`config.mk`:
```
export PLATFORM = sky130hd
export DESIGN_NAME = mise_ram
export DESIGN_NICKNAME = d
export VERILOG_FILES = /design/src/rtl/mise_ram.sv
export SDC_FILE = /design/constraint.sdc
export NUM_CORES = 1
export LEC_CHECK = 0
export ABC_AREA = 1
export ABC_CLOCK_PERIOD_IN_PS = 4650
export BUFFER_PORTS_ARGS = -buffer_cell sky130_fd_sc_hd__buf_4
export CORE_ASPECT_RATIO = 1.2
export CORE_UTILIZATION = 45
export DETAILED_ROUTE_END_ITERATION = 12
export GPL_TIMING_DRIVEN = 0
export REMOVE_ABC_BUFFERS = 1
export SYNTH_ARGS = -nofsm -noshare
export SYNTH_HDL_FRONTEND = slang
export SYNTH_SLANG_ARGS = --single-unit
```
`constraint.sdc`:
```
create_clock -name aclk -period 4.65 [get_ports aclk]
set_input_delay 0.2325 -clock aclk [delete_from_list [all_inputs] [get_ports aclk]]
set_output_delay 0.2325 -clock aclk [all_outputs]
set_load 0.02 [all_outputs]
```
`src/rtl/mise_ram.sv`:
```
module mise_ram #(
    parameter int unsigned WIDTH = 8,
    parameter int unsigned DEPTH = 64
) (
    input  logic                     aclk,
    input  logic                     we,
    input  logic [$clog2(DEPTH)-1:0] waddr,
    input  logic [WIDTH-1:0]         wdata,
    input  logic [$clog2(DEPTH)-1:0] raddr,
    output logic [WIDTH-1:0]         rdata
);

    logic [WIDTH-1:0] mem [DEPTH];

    always_ff @(posedge aclk) begin
        if (we) begin
            mem[waddr] <= wdata;
        end
        rdata <= mem[raddr];
    end

endmodule

```
==> run summary <==
The tools report the number of endpoints failing setup at the final stage as 0. The number of DRC violations after detailed routing was 0; the number of antenna violations at the first check in global routing was 1. The run finished with clean final reports. In this run the vertical extent of the chip is 241 um.

Summing every instance area after synthesis gives 21300 sq um. The tools report the hold violation count in the final report as 0. The run gives 0.455 as the initial core utilization. At the worst endpoint, the arrival time is 2.84 ns. The area share of fa/ha/maj cells after synthesis works out to 0. The number of design-rule violations left by the first detailed-router iteration is 1248, and the upper clock frequency limit is 0.413 GHz. The clock arrives with 0.0181 ns of skew. CTS saw 520 sinks. The post-cts resize count is 0, and the total of buffers placed on input and output ports is 29.

The tool flagged a number of max-cap violations equal to 0. The repair_antennas step left the layout with diodes totalling 0. TritonCTS built the clock tree.

After detailed routing, the total wire length is 50.0 mm. The design draws 9750 uW. For this design the ratio of total power to cell area is 416 nW/um^2. In this run the mean area of a mapped cell was 11.8 sq um. For the clock insertion delay at the later pin of the skew report, the log shows 0.57 ns. Summing all non-filler instances in the final layout gives an area of 23400 sq um.

The xor and xnor fraction of the mapped netlist area was 0. The global-route track usage on met2 came out at 0.356. After synthesis, the largest family of logic cells by area is simple AND/OR/NAND/NOR gates. The logs give 0.208 for the combined global-route utilization of all metal layers and 75.6 mm for the first-pass GRT wire length. The number of vias per cell after detailed routing came out at 5.43. The fraction of layout instances using a drive strength above 1 works out to 0.0691.

The clock passes through at most 3 buffers. The met3 track utilization from global routing was 0.0248; the number of cell rows was 87. The slowest stage of the critical path is the sky130_fd_sc_hd__buf_16 cell. The total leakage power is 0.00830 uW. For the number of buffers created by CTS, the log shows 49. The root buffer cell is sky130_fd_sc_hd__clkbuf_16. Clock-pin slew was measured on the worst setup and hold paths at 0.06 ns. Busiest metal layer after global routing: met2.

Global routing finished with a remaining overflow of 0. The via count of the first global-routing pass is 12500, and the number of warning messages in the yosys log is 0. The number of fill cells was 4059. The basic-gate share of the synthesized area counting and, or, nand and nor cells was 0.232; the count of hold buffers inserted by post-cts repair was 0. The min-delay analysis places its worst path in the category in -> reg.

The logs give 1807 for the number of nets at the end of the flow and 21800 sq um for the area after detailed placement. The count of different cell masters after synthesis was 16. Setup repair after global routing left no endpoint under its margin. After layout, the worst setup slack is 2.23 ns. The multi-input combinational cells in the finished layout cover a total of 5000 sq um.

The die covers 48300 sq um. The number of post-CTS setup repair buffers was 0. The tools report the post-detailed-placement half-perimeter wirelength as 26.8 mm.

The final cell utilization of the core is 0.499, and the area inside the core boundary is 46900 sq um. STA classifies the critical path startpoint as an input pin. The detailed-routing iteration count for the pre-antenna-repair pass is 5, and the pin slew with the least headroom to its limit is 1.03 ns. The met1 capacity usage during global routing is 0.276, and the average routed wire per standard cell is 20.4 um. Post-synthesis cell count: 1805. The run gives 0.288 mV as the worst IR drop on VDD.

The sequential area share after synthesis was 0.728; the number of synthesized register bits was 520. At the end of routability-driven placement, the weighted congestion stood at 0.819. The largest total area in the synthesized netlist belongs to sky130_fd_sc_hd__edfxtp_1. The remaining max-slew budget at the tightest pin is 0.312, and the die width is 201 um. The final period utilization is 0.520, and the number of routed nets with antenna violations is 0. The pin count of the biggest net entering global routing came out at 177. By area the synthesized netlist is led by sky130_fd_sc_hd__edfxtp_1 72%, sky130_fd_sc_hd__nand2_1 11%, sky130_fd_sc_hd__nand3_1 10%, sky130_fd_sc_hd__buf_6 1.8%, sky130_fd_sc_hd__nor2_1 0.99%. The area share of the leading cell type in the synthesized netlist was 0.720; the count of pins on the block boundary was 30.

The H-tree was split into 2 levels. For the worst endpoint required time, the log shows 5.07 ns. Category of the most critical setup path: in -> reg. In the final layout, flip-flops and latches occupy 15500 sq um.

The post-synthesis compound-gate area fraction works out to 0. Summed over all failing endpoints, the final setup total negative slack is 0 ns. The worst slack at placement was 1.73 ns; the number of max-slew violations in the final report was 0.

The worst setup path is captured at a flop. The mux share of post-synthesis cell area is 0. The signal on the critical path passes through buf_8 -> buf_16 -> inv_12 -> buf_16 -> nand2_1 -> nand3_1 -> nand3_1 -> nand2_1 -> nand2_1 -> nand3_1 -> nand3_1 -> nand2_1.

The total vias in the final route was 13300; the delay of the slowest cell on the worst path was 0.36 ns. The growth of design area from synthesis to finish was 9.76%. Counting I/O delays and the setup requirement, the final critical path takes 2.42 ns. Of all nets on the critical path, the largest fanout is 176.
-- synth_stat cells --
cell	count
sky130_fd_sc_hd__inv_2	1
sky130_fd_sc_hd__nand4_1	9
sky130_fd_sc_hd__edfxtp_1	512
sky130_fd_sc_hd__nor2_1	56
sky130_fd_sc_hd__clkbuf_1	15
sky130_fd_sc_hd__buf_2	37
sky130_fd_sc_hd__buf_6	35
sky130_fd_sc_hd__buf_4	14
sky130_fd_sc_hd__dfxtp_1	8
sky130_fd_sc_hd__nand3_1	439
sky130_fd_sc_hd__inv_6	1
sky130_fd_sc_hd__nor4_1	8
sky130_fd_sc_hd__buf_1	10
sky130_fd_sc_hd__buf_8	2
sky130_fd_sc_hd__inv_1	10
sky130_fd_sc_hd__nand2_1	648
-- layer usage --
| layer | routed length, um | part of all wire |
|---|---|---|
| met5 | 14 | 0.00028 |
| met4 | 1470 | 0.029 |
| met3 | 2810 | 0.056 |
| met2 | 24800 | 0.50 |
| met1 | 20800 | 0.42 |
-- worst max-delay path, delay by kind of cell --
kind          cells  cell delay, ns
buf+inv           4            1.19
simple gates      8            1.08
-- report_power, final --
group | switching (uW) | internal, uW
sequential | 8.79 | 5190
combinational | 452 | 151
clock | 1660 | 2290
-- per-stage QoR --
| stage | hold WS, ns | std cells |
|---|---|---|
| floorplan | 0.331 | 1692 |
| global placement | 0.647 | 2344 |
| detailed placement | 0.645 | 2356 |
| CTS | 0.0777 | 2446 |
| global route | 0.103 | 2447 |
| finish | 0.0896 | 2447 |
-- worst paths after layout --
kind,endpoint,depth (start not counted),startpoint,slack (ns)
max,rdata[6]$_DFF_P_,12,raddr[0],2.23
min,mem[50][3]$_DFFE_PP_,2,waddr[0],0.09
max reg2reg,rdata[5]$_DFF_P_,8,mem[53][5]$_DFFE_PP_,3.18
min reg2reg,rdata[0]$_DFF_P_,8,mem[12][0]$_DFFE_PP_,0.93
-- layout by cell type, fill, tap and decap left out --
master	instances
sky130_fd_sc_hd__nand2_1	648
sky130_fd_sc_hd__edfxtp_1	512
sky130_fd_sc_hd__nand3_1	439
sky130_fd_sc_hd__nor2_1	56
sky130_fd_sc_hd__clkbuf_16	51
sky130_fd_sc_hd__buf_4	34
sky130_fd_sc_hd__clkinv_2	10
sky130_fd_sc_hd__inv_1	9
sky130_fd_sc_hd__nand4_1	9
sky130_fd_sc_hd__clkinv_1	9
sky130_fd_sc_hd__nor4_2	8
sky130_fd_sc_hd__clkbuf_8	8
sky130_fd_sc_hd__clkbuf_1	8
sky130_fd_sc_hd__dfxtp_1	8
sky130_fd_sc_hd__buf_16	6
sky130_fd_sc_hd__bufinv_16	3
sky130_fd_sc_hd__inv_6	2
sky130_fd_sc_hd__inv_12	1
sky130_fd_sc_hd__clkinvlp_4	1
sky130_fd_sc_hd__buf_8	1
sky130_fd_sc_hd__buf_6	1
-- state kept, by name, summed over array words and instances, names as in the netlist --
name,flops
rdata,8
mem,512
-- logic make-up after synthesis --
family,count (synthesis)
and+or+nand+nor,1160
buffers and inverters,125
DFF,520
-- area by class of cell --
type / instances / area share
clock inverter: 23 / 0.00791
clock buffer: 67 / 0.0605
multi-input combinational: 1160 / 0.213
inverter: 12 / 0.00272
tap: 623 / 0.0333
sequential: 520 / 0.663
timing repair buffer: 42 / 0.0191
No activity file was read; power rests on OpenSTA's default activity.
